## src/mfr_pkg.sv

```systemverilog
// shared types, codes and the crc byte update for the multidrop frame receiver
package mfr_pkg;

   localparam logic [7:0]  START_BYTE = 8'hFF;
   localparam logic [15:0] CRC_INIT   = 16'hFFFF;
   localparam logic [15:0] CRC_POLY   = 16'hA001;

   typedef enum logic [2:0] {
      PH_IDLE   = 3'd0,
      PH_START  = 3'd1,
      PH_HEADER = 3'd2,
      PH_DATA   = 3'd3,
      PH_CRC    = 3'd4
   } phase_type;

   typedef enum logic [2:0] {
      REG_NODE_ADDR  = 3'd0,
      REG_BCAST_ADDR = 3'd1,
      REG_BATCH_MASK = 3'd2,
      REG_RESP_MASK  = 3'd3,
      REG_ADDR_CMD   = 3'd4
   } reg_index_type;

   typedef struct packed {
      logic [7:0] node_address;
      logic [7:0] all_nodes_address;
      logic [7:0] batch_flag_mask;
      logic [7:0] response_flag_mask;
      logic [7:0] addressing_command;
   } cfg_type;

   typedef struct packed {
      logic       data_valid;
      logic [7:0] data_byte;
      logic [7:0] data_index;
      logic       frame_done;
      logic       crc_error;
      logic       to_me;
      logic [7:0] frame_command;
      logic       batch_mode;
      logic       response_message;
      logic       addressing_frame;
      logic [7:0] slice_length;
   } rsp_type;

   // reflected crc-16, one byte, lsb first
   function automatic logic [15:0] crc_byte(input logic [15:0] crc, input logic [7:0] b);
      logic [15:0] c;
      c = crc ^ {8'h00, b};
      for (int i = 0; i < 8; i++) begin
         c = c[0] ? ((c >> 1) ^ CRC_POLY) : (c >> 1);
      end
      return c;
   endfunction

endpackage

```

## src/mfr_csr.sv

```systemverilog
// configuration register file on the apb-style port
module mfr_csr
   import mfr_pkg::*;
(
   input  logic        clock,
   input  logic        reset,
   input  logic        csr_psel,
   input  logic        csr_penable,
   input  logic        csr_pwrite,
   input  logic [4:0]  csr_paddr,
   input  logic [31:0] csr_pwdata,
   output logic [31:0] csr_prdata,
   output logic        csr_pready,
   output cfg_type     cfg
);

   cfg_type    cfg_ff;
   cfg_type    cfg_in;
   logic       wr_en;
   logic [2:0] idx;

   assign csr_pready = 1'b1;
   assign wr_en      = csr_psel && csr_penable && csr_pwrite;
   assign idx        = csr_paddr[4:2];
   assign cfg        = cfg_ff;

   always_comb begin
      cfg_in = cfg_ff;
      if (wr_en) begin
         case (idx)
            REG_NODE_ADDR:  cfg_in.node_address       = csr_pwdata[7:0];
            REG_BCAST_ADDR: cfg_in.all_nodes_address  = csr_pwdata[7:0];
            REG_BATCH_MASK: cfg_in.batch_flag_mask    = csr_pwdata[7:0];
            REG_RESP_MASK:  cfg_in.response_flag_mask = csr_pwdata[7:0];
            REG_ADDR_CMD:   cfg_in.addressing_command = csr_pwdata[7:0];
            default: ;
         endcase
      end
   end

   always_comb begin
      case (idx)
         REG_NODE_ADDR:  csr_prdata = {24'h0, cfg_ff.node_address};
         REG_BCAST_ADDR: csr_prdata = {24'h0, cfg_ff.all_nodes_address};
         REG_BATCH_MASK: csr_prdata = {24'h0, cfg_ff.batch_flag_mask};
         REG_RESP_MASK:  csr_prdata = {24'h0, cfg_ff.response_flag_mask};
         REG_ADDR_CMD:   csr_prdata = {24'h0, cfg_ff.addressing_command};
         default:        csr_prdata = 32'h0;
      endcase
   end

   always_ff @(posedge clock) begin
      if (reset) begin
         cfg_ff.node_address       <= 8'h00;
         cfg_ff.all_nodes_address  <= 8'h00;
         cfg_ff.batch_flag_mask    <= 8'h01;
         cfg_ff.response_flag_mask <= 8'h02;
         cfg_ff.addressing_command <= 8'h00;
      end else begin
         cfg_ff <= cfg_in;
      end
   end

endmodule

```

## src/mfr_parser.sv

```systemverilog
// frame parser state, crc and slice tracking, one byte per accepted beat
module mfr_parser
   import mfr_pkg::*;
(
   input  logic       clock,
   input  logic       reset,
   input  logic       accept,
   input  logic [7:0] rx_byte,
   input  cfg_type    cfg,
   output rsp_type    rsp
);

   phase_type   phase_ff, phase_in;
   logic [2:0]  hdr_pos_ff, hdr_pos_in;
   logic [7:0]  flag_ff, flag_in;
   logic [7:0]  target_ff, target_in;
   logic [7:0]  command_ff, command_in;
   logic [7:0]  node_count_ff, node_count_in;
   logic [7:0]  per_node_ff, per_node_in;
   logic [15:0] total_len_ff, total_len_in;
   logic [15:0] slice_off_ff, slice_off_in;
   logic [15:0] total_idx_ff, total_idx_in;
   logic [7:0]  slice_idx_ff, slice_idx_in;
   logic [15:0] crc_ff, crc_in;
   logic        crc_seen_ff, crc_seen_in;

   logic [15:0] crc_next;
   logic [7:0]  node_minus_one;
   logic        hdr_end;
   logic        addr_hit;
   logic        data_end;
   logic        slice_hit;
   logic        crc_match;
   logic [7:0]  crc_expect;
   logic        is_start;

   assign crc_next       = crc_byte(crc_ff, rx_byte);
   assign node_minus_one = cfg.node_address - 8'd1;
   assign addr_hit       = (command_ff == cfg.addressing_command);
   assign slice_hit      = (total_idx_ff >= slice_off_ff) && (slice_idx_ff < per_node_ff);
   assign data_end       = ((total_idx_ff + 16'd1) >= total_len_ff);
   assign crc_expect     = crc_seen_ff ? crc_ff[7:0] : crc_ff[15:8];
   assign crc_match      = (crc_expect == rx_byte);
   assign is_start       = (rx_byte == START_BYTE);
   assign hdr_end        = (phase_ff == PH_HEADER) && (hdr_pos_ff >= 3'd4 ||
                           (hdr_pos_ff == 3'd3 && (flag_ff & cfg.batch_flag_mask) == 8'h00));

   // next phase
   always_comb begin
      phase_in = phase_ff;
      case (phase_ff)
         PH_IDLE:  phase_in = is_start ? PH_START : PH_IDLE;
         PH_START: phase_in = is_start ? PH_HEADER : PH_IDLE;
         PH_HEADER: begin
            if (hdr_end) begin
               if (addr_hit)                  phase_in = PH_IDLE;
               else if (per_node_in == 8'h00) phase_in = PH_CRC;
               else                           phase_in = PH_DATA;
            end
         end
         PH_DATA:  phase_in = data_end ? PH_CRC : PH_DATA;
         PH_CRC:   phase_in = (!crc_match || crc_seen_ff) ? PH_IDLE : PH_CRC;
         default:  phase_in = PH_IDLE;
      endcase
   end

   // datapath
   always_comb begin
      hdr_pos_in    = hdr_pos_ff;
      flag_in       = flag_ff;
      target_in     = target_ff;
      command_in    = command_ff;
      node_count_in = node_count_ff;
      per_node_in   = per_node_ff;
      total_len_in  = total_len_ff;
      slice_off_in  = slice_off_ff;
      total_idx_in  = total_idx_ff;
      slice_idx_in  = slice_idx_ff;
      crc_in        = crc_ff;
      crc_seen_in   = crc_seen_ff;
      case (phase_ff)
         PH_START: begin
            if (is_start) begin
               flag_in      = 8'h00;
               per_node_in  = 8'h00;
               target_in    = 8'h00;
               slice_idx_in = 8'h00;
               total_len_in = 16'h0000;
               total_idx_in = 16'h0000;
               slice_off_in = 16'h0000;
               crc_in       = CRC_INIT;
               crc_seen_in  = 1'b0;
               hdr_pos_in   = 3'd0;
            end
         end
         PH_HEADER: begin
            crc_in = crc_next;
            case (hdr_pos_ff)
               3'd0: begin
                  flag_in    = rx_byte;
                  hdr_pos_in = 3'd1;
               end
               3'd1: begin
                  target_in  = rx_byte;
                  hdr_pos_in = 3'd2;
               end
               3'd2: begin
                  command_in = rx_byte;
                  hdr_pos_in = 3'd3;
               end
               3'd3: begin
                  hdr_pos_in = 3'd4;
                  if ((flag_ff & cfg.batch_flag_mask) != 8'h00) begin
                     node_count_in = rx_byte;
                  end else begin
                     per_node_in  = rx_byte;
                     total_len_in = {8'h00, rx_byte};
                     slice_off_in = 16'h0000;
                  end
               end
               default: begin
                  hdr_pos_in = 3'd5;
                  if (cfg.node_address != 8'h00) begin
                     per_node_in  = rx_byte;
                     total_len_in = {8'h00, rx_byte} * {8'h00, node_count_ff};
                     slice_off_in = {8'h00, node_minus_one} * {8'h00, rx_byte};
                  end else begin
                     per_node_in = 8'h00;
                  end
               end
            endcase
            if (hdr_end && !addr_hit && per_node_in == 8'h00) begin
               crc_seen_in = 1'b0;
            end
         end
         PH_DATA: begin
            crc_in       = crc_next;
            total_idx_in = total_idx_ff + 16'd1;
            if (slice_hit) begin
               slice_idx_in = slice_idx_ff + 8'd1;
            end
            if (data_end) begin
               crc_seen_in = 1'b0;
            end
         end
         PH_CRC: begin
            crc_seen_in = crc_match && !crc_seen_ff;
         end
         default: ;
      endcase
   end

   // result of this beat, from the current state; the header fields come from the updated values
   always_comb begin
      rsp.data_valid       = (phase_ff == PH_DATA) && slice_hit;
      rsp.data_byte        = rsp.data_valid ? rx_byte : 8'h00;
      rsp.data_index       = rsp.data_valid ? slice_idx_ff : 8'h00;
      rsp.frame_done       = (phase_ff == PH_CRC) && crc_match && crc_seen_ff;
      rsp.crc_error        = (phase_ff == PH_CRC) && !crc_match;
      rsp.to_me            = (target_in == cfg.node_address) ||
                             (target_in == cfg.all_nodes_address);
      rsp.frame_command    = command_in;
      rsp.batch_mode       = (flag_in & cfg.batch_flag_mask) != 8'h00;
      rsp.response_message = (flag_in & cfg.response_flag_mask) != 8'h00;
      rsp.addressing_frame = hdr_end && addr_hit;
      rsp.slice_length     = per_node_in;
   end

   always_ff @(posedge clock) begin
      if (reset) begin
         phase_ff      <= PH_IDLE;
         hdr_pos_ff    <= 3'd0;
         flag_ff       <= 8'h00;
         target_ff     <= 8'h00;
         command_ff    <= 8'h00;
         node_count_ff <= 8'h00;
         per_node_ff   <= 8'h00;
         total_len_ff  <= 16'h0000;
         slice_off_ff  <= 16'h0000;
         total_idx_ff  <= 16'h0000;
         slice_idx_ff  <= 8'h00;
         crc_ff        <= CRC_INIT;
         crc_seen_ff   <= 1'b0;
      end else if (accept) begin
         phase_ff      <= phase_in;
         hdr_pos_ff    <= hdr_pos_in;
         flag_ff       <= flag_in;
         target_ff     <= target_in;
         command_ff    <= command_in;
         node_count_ff <= node_count_in;
         per_node_ff   <= per_node_in;
         total_len_ff  <= total_len_in;
         slice_off_ff  <= slice_off_in;
         total_idx_ff  <= total_idx_in;
         slice_idx_ff  <= slice_idx_in;
         crc_ff        <= crc_in;
         crc_seen_ff   <= crc_seen_in;
      end
   end

endmodule

```

## src/multidrop_frame_receiver.sv

```systemverilog
// multidrop frame receiver top level: csr block, frame parser and result register
// a result beat is valid the cycle after its byte is accepted
// throughput: one byte per cycle while the result channel is not stalled; the parser state, crc and slice math
// are combinational between the parser registers and the result register
// reset (synchronous, active high) puts the parser in idle hunting for 0xff, crc at all ones,
// and the registers at their defaults; no clearing pass
module multidrop_frame_receiver
   import mfr_pkg::*;
(
   input  logic        clock,
   input  logic        reset,
   // byte input channel
   input  logic        req_valid,
   output logic        req_stall,
   input  logic [7:0]  req_rx_byte,
   // result channel
   output logic        rsp_valid,
   input  logic        rsp_stall,
   output logic        rsp_data_valid,
   output logic [7:0]  rsp_data_byte,
   output logic [7:0]  rsp_data_index,
   output logic        rsp_frame_done,
   output logic        rsp_crc_error,
   output logic        rsp_to_me,
   output logic [7:0]  rsp_frame_command,
   output logic        rsp_batch_mode,
   output logic        rsp_response_message,
   output logic        rsp_addressing_frame,
   output logic [7:0]  rsp_slice_length,
   // configuration port
   input  logic        csr_psel,
   input  logic        csr_penable,
   input  logic        csr_pwrite,
   input  logic [4:0]  csr_paddr,
   input  logic [31:0] csr_pwdata,
   output logic [31:0] csr_prdata,
   output logic        csr_pready
);

   cfg_type cfg;
   rsp_type rsp_next;
   rsp_type rsp_ff;
   logic    rsp_valid_ff, rsp_valid_in;
   logic    req_accept;

   mfr_csr u_csr (
      .clock       (clock),
      .reset       (reset),
      .csr_psel    (csr_psel),
      .csr_penable (csr_penable),
      .csr_pwrite  (csr_pwrite),
      .csr_paddr   (csr_paddr),
      .csr_pwdata  (csr_pwdata),
      .csr_prdata  (csr_prdata),
      .csr_pready  (csr_pready),
      .cfg         (cfg)
   );

   // the result register frees up in the same cycle its beat is taken
   assign req_stall  = rsp_valid_ff && rsp_stall;
   assign req_accept = req_valid && !req_stall;

   mfr_parser u_parser (
      .clock   (clock),
      .reset   (reset),
      .accept  (req_accept),
      .rx_byte (req_rx_byte),
      .cfg     (cfg),
      .rsp     (rsp_next)
   );

   // every accepted byte yields exactly one result beat
   always_comb begin
      rsp_valid_in = rsp_valid_ff;
      if (req_accept) begin
         rsp_valid_in = 1'b1;
      end else if (!rsp_stall) begin
         rsp_valid_in = 1'b0;
      end
   end

   always_ff @(posedge clock) begin
      if (reset) begin
         rsp_valid_ff <= 1'b0;
      end else begin
         rsp_valid_ff <= rsp_valid_in;
      end
   end

   // payload register, loaded only with a new beat
   always_ff @(posedge clock) begin
      if (req_accept) begin
         rsp_ff <= rsp_next;
      end
   end

   assign rsp_valid            = rsp_valid_ff;
   assign rsp_data_valid       = rsp_ff.data_valid;
   assign rsp_data_byte        = rsp_ff.data_byte;
   assign rsp_data_index       = rsp_ff.data_index;
   assign rsp_frame_done       = rsp_ff.frame_done;
   assign rsp_crc_error        = rsp_ff.crc_error;
   assign rsp_to_me            = rsp_ff.to_me;
   assign rsp_frame_command    = rsp_ff.frame_command;
   assign rsp_batch_mode       = rsp_ff.batch_mode;
   assign rsp_response_message = rsp_ff.response_message;
   assign rsp_addressing_frame = rsp_ff.addressing_frame;
   assign rsp_slice_length     = rsp_ff.slice_length;

   // an accepted byte always shows up as a beat on the next cycle
   a_accept_gives_beat: assert property (@(posedge clock) disable iff (reset)
      req_accept |=> rsp_valid_ff)
      else $error("accepted byte produced no result beat");

   // frame end outcomes are exclusive
   a_done_err_excl: assert property (@(posedge clock) disable iff (reset)
      rsp_valid_ff |-> !(rsp_ff.frame_done && rsp_ff.crc_error))
      else $error("frame done and crc error in one beat");

   // a payload beat never coincides with a frame end or header end
   a_data_alone: assert property (@(posedge clock) disable iff (reset)
      (rsp_valid_ff && rsp_ff.data_valid) |->
         !(rsp_ff.frame_done || rsp_ff.crc_error || rsp_ff.addressing_frame))
      else $error("payload beat overlaps frame event");

   // slice position stays inside the slice
   a_index_in_slice: assert property (@(posedge clock) disable iff (reset)
      (rsp_valid_ff && rsp_ff.data_valid) |-> (rsp_ff.data_index < rsp_ff.slice_length))
      else $error("payload index beyond slice length");

endmodule
```

## config.mk

```make
export PLATFORM = sky130hd
export DESIGN_NAME = multidrop_frame_receiver
export DESIGN_NICKNAME = d
export VERILOG_FILES = /design/src/mfr_pkg.sv /design/src/mfr_csr.sv /design/src/mfr_parser.sv /design/src/multidrop_frame_receiver.sv
export SDC_FILE = /design/constraint.sdc
export NUM_CORES = 1
export LEC_CHECK = 0
export BUFFER_PORTS_ARGS = -buffer_cell sky130_fd_sc_hd__buf_2
export CAP_MARGIN = 20
export CORE_MARGIN = 2
export CORE_UTILIZATION = 45
export DETAILED_ROUTE_END_ITERATION = 8
export GPL_TIMING_DRIVEN = 0
export MAX_ROUTING_LAYER = met4
export PLACE_DENSITY = 0.71
export SYNTH_ARGS = -nofsm -noshare
export SYNTH_HDL_FRONTEND = slang
export SYNTH_SLANG_ARGS = --single-unit
```

## constraint.sdc

```tcl
create_clock -name clock -period 5.35 [get_ports clock]
set_clock_uncertainty 0.05 [all_clocks]
set_input_delay 0.535 -clock clock [delete_from_list [all_inputs] [get_ports clock]]
set_output_delay 0.535 -clock clock [all_outputs]
set_load 0.02 [all_outputs]
```

Word level (Yosys, flattened, before mapping)
Cells that the tools add are included.

Register bits after elaboration: 199. Input bits: 52. Logic and storage cells: 183.

Add/subtract/negate cells: 3. Multipliers: 2. Order comparisons: 4. Eq/ne operators: 25. Mux-type cells: 56. Bitwise operators: 12. Reductions and logical operators: 51.

Operators by type and width (count): 16-bit 2-to-1 mux (14); 16-bit one-hot mux with 2 select lines (6); 8-bit 2-to-1 mux (13); 8-bit one-hot mux with 2 select lines (5); 8-bit one-hot mux with 5 select lines (1); 8-bit equality test (4); 16-bit >= comparator (2); 8-bit by 8-bit multiplier with 16-bit output (2); 8-bit nonzero test (4); 8-bit AND (3); 8-bit logical NOT (3); 2-bit inverter with 3-bit output (8); 3-bit by 2-bit equality test with 1-bit output (second input constant) (6); 3-bit 2-to-1 mux (6); 16-bit by 1-bit adder with 16-bit output (second input constant) (1); 16-bit by 8-bit XOR with 16-bit output (1); 1-bit logical AND (15); 3-bit one-hot mux with 5 select lines (1); 3-bit one-hot mux with 4 select lines (1); 2-bit AND reduction (6); 2-bit by 1-bit inequality test with 1-bit output (second input constant) (5); 3-bit by 1-bit equality test with 1-bit output (second input constant) (3); 3-bit logical NOT (3); 3-bit AND reduction (3); other kinds (21) (37).

Longest topological paths before layout
Depth in word-level cells: 18. Gate-level depth with buffers: 20. Mapped depth without buffers: 19.

Modules after synthesis
Synthesis repeated with hierarchy kept, for this count alone.

Cells, all modules: 1661. Area, all modules: 15122.0 µm².

Modules (own cells, without submodules): mfr_parser (times used 1, cells an instance 1401, area an instance 11747.5 µm²); mfr_csr (times used 1, cells an instance 216, area an instance 2157.1 µm²); multidrop_frame_receiver (times used 1, cells an instance 44, area an instance 1217.4 µm²).

Worst setup path after synthesis
No wires, ideal clock.

Kind: register to register. From: register u_csr.cfg_ff, in the netlist u_csr.cfg[32]. To: register u_parser.slice_off_ff[15]. Library setup time: 0.117 ns. Arrival: 5.346 ns. Slack: -0.163 ns. Stages on the path, launching flop included: 21. Path buffers: 1. Cell sequence: dfxtp_1 > clkbuf_1 > inv_1 > ha_1 > nand2_1 > xor2_1 > nand2b_1 > fa_1 > fa_1 > inv_1 > fa_1 > inv_1 > fa_1 > inv_1 > ha_1 > a2111oi_2 > nor3_1 > a41o_1 > o41ai_1 > xnor2_1 > a22o_1.

Longest elaborated chain between the ends: 5. Elaborated cells on any way between the ends: 8.

RTL lines: start: declaration (line mfr_csr.sv:17) `cfg_type cfg_ff;`; start signal: assignment (line mfr_csr.sv:60) `cfg_ff <= cfg_in;`; 8-bit by 1-bit subtractor with 8-bit output (line mfr_parser.sv:38) `assign node_minus_one = cfg.node_address - 8'd1;`; 8-bit by 8-bit multiplier with 16-bit output (line mfr_parser.sv:126) `slice_off_in = {8'h00, node_minus_one} * {8'h00, rx_byte};`; 16-bit 2-to-1 mux (line mfr_parser.sv:123) `if (cfg.node_address != 8'h00) begin`; 16-bit one-hot mux with 2 select lines (line mfr_parser.sv:98) `case (hdr_pos_ff)`; 16-bit one-hot mux with 2 select lines (line mfr_parser.sv:81) `case (phase_ff)`; end signal: assignment (line mfr_parser.sv:193) `slice_off_ff <= slice_off_in;`; end: declaration (line mfr_parser.sv:21) `logic [15:0] slice_off_ff, slice_off_in;`.

Several ways; a longest one is shown, not always the timed one. The select of a mux whose other input is x is not followed. A chain may end at the register's enable or synchronous reset.

Worst setup path in the final report
From: register u_csr.cfg_ff, in the netlist u_csr.cfg[33]. To: register u_parser.slice_off_ff[15].

Same word-level chain as after synthesis.

==> reports/metrics.csv <==
stage;metric;value;unit
logic_synthesis;yosysSeqAreaShare;0.296;
logic_synthesis;synth-edff-count;39;
logic_synthesis;syn_area;14800;um^2
detailed_routing;wl_per_cell;18.4;um
global_route;grt.total_usage;0.251;
critical_path;start_kind;register;
global_route;grt_pass1_wl;64.9;mm
global_route;antenna_found_initial;2;
clocking;clkTransAtPathRegs;0.08;ns
detailed_routing;drt-met1-wl;17.8;mm
flow_run;cap_viol_max_count;0;
sta;finalCritPeriodShare;0.990;
hold_path;min_path_type;in -> reg;
critical_path;critical-path-max-stage-delay;0.55;ns
sta;fmax;189;MHz
critical_path;crit_chain;inv_1 > ha_4 > xor2_4 > and2_4 > fa_2 > fa_1 > inv_1 > fa_1 > fa_1 > inv_1 > ha_4 > a21o_1 > a2111oi_4 > nor3_2 > a41o_1 > o41ai_4 > xnor2_2 > a22o_1;
floorplanning;initial_utilization;0.456;
layout;nets;2026;
detailed_routing;via_per_inst;5.56;
outcome;status;finished clean;
clocking;clock_latency;0.46;ns
logic_synthesis;synth-async-reset-ratio;0;
floorplanning;core;32500;um^2
global_route;grt_max_degree;26;
detailed_routing;top_layer_used;met4;
detailed_routing;drtAntennaViolNets;0;
layout;drive_above_1_share;0.151;
global_route;grt_pass1_vias;12016;
logic_synthesis;synth_flop_cell;dfxtp_1;
clocking;ctsHoldBuffers;0;
layout;n_fill_cell;2927;
critical_path;slowest_stage;fa_1;
power_and_ir_drop;powerDensity;275;nW/um^2
sta;worst_pin_slew;0.972;ns
floorplanning;rows;66;
logic_synthesis;postSynthAreaPerCell;8.91;um^2
detailed_routing;wl;41.4;mm
logic_synthesis;syn_inst;1661;
detailed_routing;drcViolationCount;0;
floorplanning;die_x;185;um
logic_synthesis;synth-seq-cells;199;
logic_synthesis;synth_cell_type_count;75;
detailed_routing;drt-pass1-iter-count;6;
sta;setup_viol;0;
floorplanning;pin_count;126;
detailed_routing;num_vias;12504;
sta;drv_slew;0;
clocking;cts_tree;built;
logic_synthesis;yosys_warnings;0;
sta;hold_slack;0.275;ns
placed_design;dp_hpwl;30.3;mm
detailed_routing;dr_wl_met2;19.0;mm
placed_design;io_buffers;68;
floorplanning;dieArea;34300;um^2
critical_path;critical_path_class;reg -> reg;
power_and_ir_drop;vdd_drop_max;0.000265;V
layout;syn2layout_area_growth;14.1;%
clocking;cts-root-buf;clkbuf_16;
placed_design;place_area;15800;um^2
clocking;numCtsBuffers;17;
floorplanning;die_h;185;um
sta;slew-limit-headroom;0.350;
clocking;h-tree-depth;4;
sta;hold_viol;0;
critical_path;cp-end-kind;register;
placed_design;place_congestion;0.953;
critical_path;cp_data_required_time;5.65;ns
sta;period_minus_slack;5.30;ns
detailed_routing;dr.first_iter.drc_count;1268;
critical_path;worst_ep_arrival_time;5.60;ns
critical_path;worstPathMaxFanout;8;
global_route;grt-ovfl-total;0;
layout;final_area;16900;um^2
clocking;cts_sinks;199;
detailed_routing;dr_wl_met3;3.58;mm
sta;rsz0062_at_grt;yes;
clocking;cts_buffer_depth;2;
power_and_ir_drop;p_leak;0.00760;uW
-- report_power, final --
part | leakage [uW] | switching, uW | internal (uW)
Combinational | 0.00562 | 1060 | 724
Sequential | 0.00169 | 14.8 | 1550
Clock | 0.000281 | 670 | 619
Total | 0.00760 | 1750 | 2890
-- cell type report --
type | count | area (um^2) | share of cell area
timing repair buffer | 92 | 528 | 0.0313
clock inverter | 14 | 135 | 0.00801
tap | 442 | 553 | 0.0328
sequential | 199 | 4390 | 0.260
inverter | 149 | 564 | 0.0334
buffer | 111 | 566 | 0.0335
antenna | 6 | 15.0 | 0.000889
clock buffer | 18 | 429 | 0.0254
multi-input combinational | 1217 | 9700 | 0.575
-- synth_stat cells (25+ instances only) --
cell        n  area [um^2]
nor2b_1    51          319
fa_1       72         1440
edfxtp_1   39         1170
xnor2_1    59          517
nand2_1   109          409
a21oi_1    56          280
buf_4      26          195
mux2i_1    62          621
and3_1     25          156
a22oi_1    42          315
xor2_1     40          350
nand3_1    35          175
nor2_1    180          676
nor3_1     42          210
clkbuf_1   69          259
ha_1      115         1440
dfxtp_1   160         3200
o21ai_0    36          180
inv_1     149          559
and2_1     39          244
-- worst max-delay path, delay by kind of cell (launching register included) --
kind	cells	cell delay [ns]
AOI/OAI and AO/OA	5	1.38
xor gates and xnor gates	2	0.37
adders and majority gates	6	2.43
buffers and inverters	3	0.28
DFF	1	0.41
and+or+nand+nor	2	0.26
-- flip-flops by register name (all words and copies together) (netlist names), 16 cells and up --
signal / cells
u_csr.cfg: 40
u_parser.total_len_ff: 16
u_parser.slice_off_ff: 16
u_parser.total_idx_ff: 16
u_parser.crc_ff: 16
-- cell families (layout without fill, tap and decap cells) --
logic type | Yosys count | in the layout | share of synthesized area
flip-flops | 199 | 199 | 0.296
other | 2 | 31 | 0.000508
AO/OA/AOI/OAI | 263 | 263 | 0.127
buffers and inverters | 268 | 384 | 0.0773
multiplexers | 79 | 79 | 0.0557
AND/OR/NAND/NOR | 564 | 564 | 0.190
adder cells (fa/ha/maj) | 187 | 187 | 0.195
XOR/XNOR | 99 | 99 | 0.0586
-- final timing paths --
path / from / slack (ns) / depth (start not counted) / end
max: u_csr.cfg[33] / 0.05 / 18 / u_parser.slice_off_ff[15]
min reg2reg: u_parser.total_len_ff[13] / 0.44 / 1 / u_parser.total_len_ff[13]
min: req_valid / 0.28 / 3 / rsp_valid
max reg2reg: u_csr.cfg[33] / 0.05 / 18 / u_parser.slice_off_ff[15]
-- through the flow --
step	TNS, ns	util	total power (uW)	setup slack (ns)	instances
4_1_cts	0	0.515	4450	0.0291	2236
6_report	0	0.520	4640	0.0512	2248
2_1_floorplan	0	-	2690	0.0646	1684
3_5_place_dp	-7.52	0.487	3090	-0.941	2197
5_1_grt	-0.164	0.520	4870	-0.130	2248
3_3_place_gp	-6.62	0.486	3060	-0.901	2194
-- per-layer routing --
layer / vias up / track usage
met5: - / -
met4: 0 / 0.0781
met3: 90 / 0.0564
met2: 517 / 0.393
met1: 6029 / 0.324
li1: 5868 / -
-- cell usage in the layout, fill, tap and decap left out, drive strengths merged, types with 9 or more instances in the layout --
master	instances
buf	140
clkbuf	81
a22o	16
xnor2	59
nand2	110
and3	25
xor2	40
fa	72
nor2b	51
nor3	44
mux2i	62
ha	115
nor2	191
dfxtp	160
a211oi	9
mux2	16
o22ai	9
inv	157
nor4	12
a22oi	57
o21ai	38
and2	39
a21oi	57
nand3	35
a21o	20
edfxtp	39
nand2b	17
nand4	13
o21bai	9
conb	25
-- timing repair --
action                                 in CTS  in global routing
pin swaps                                  13                 11
buffers inserted                           14                  6
setup endpoints to repair                  11                  6
cloned                                      0                  0
endpoints found under the hold margin       0                  0
resized for setup                          45                 19
(Power assumes the default switching activity.)
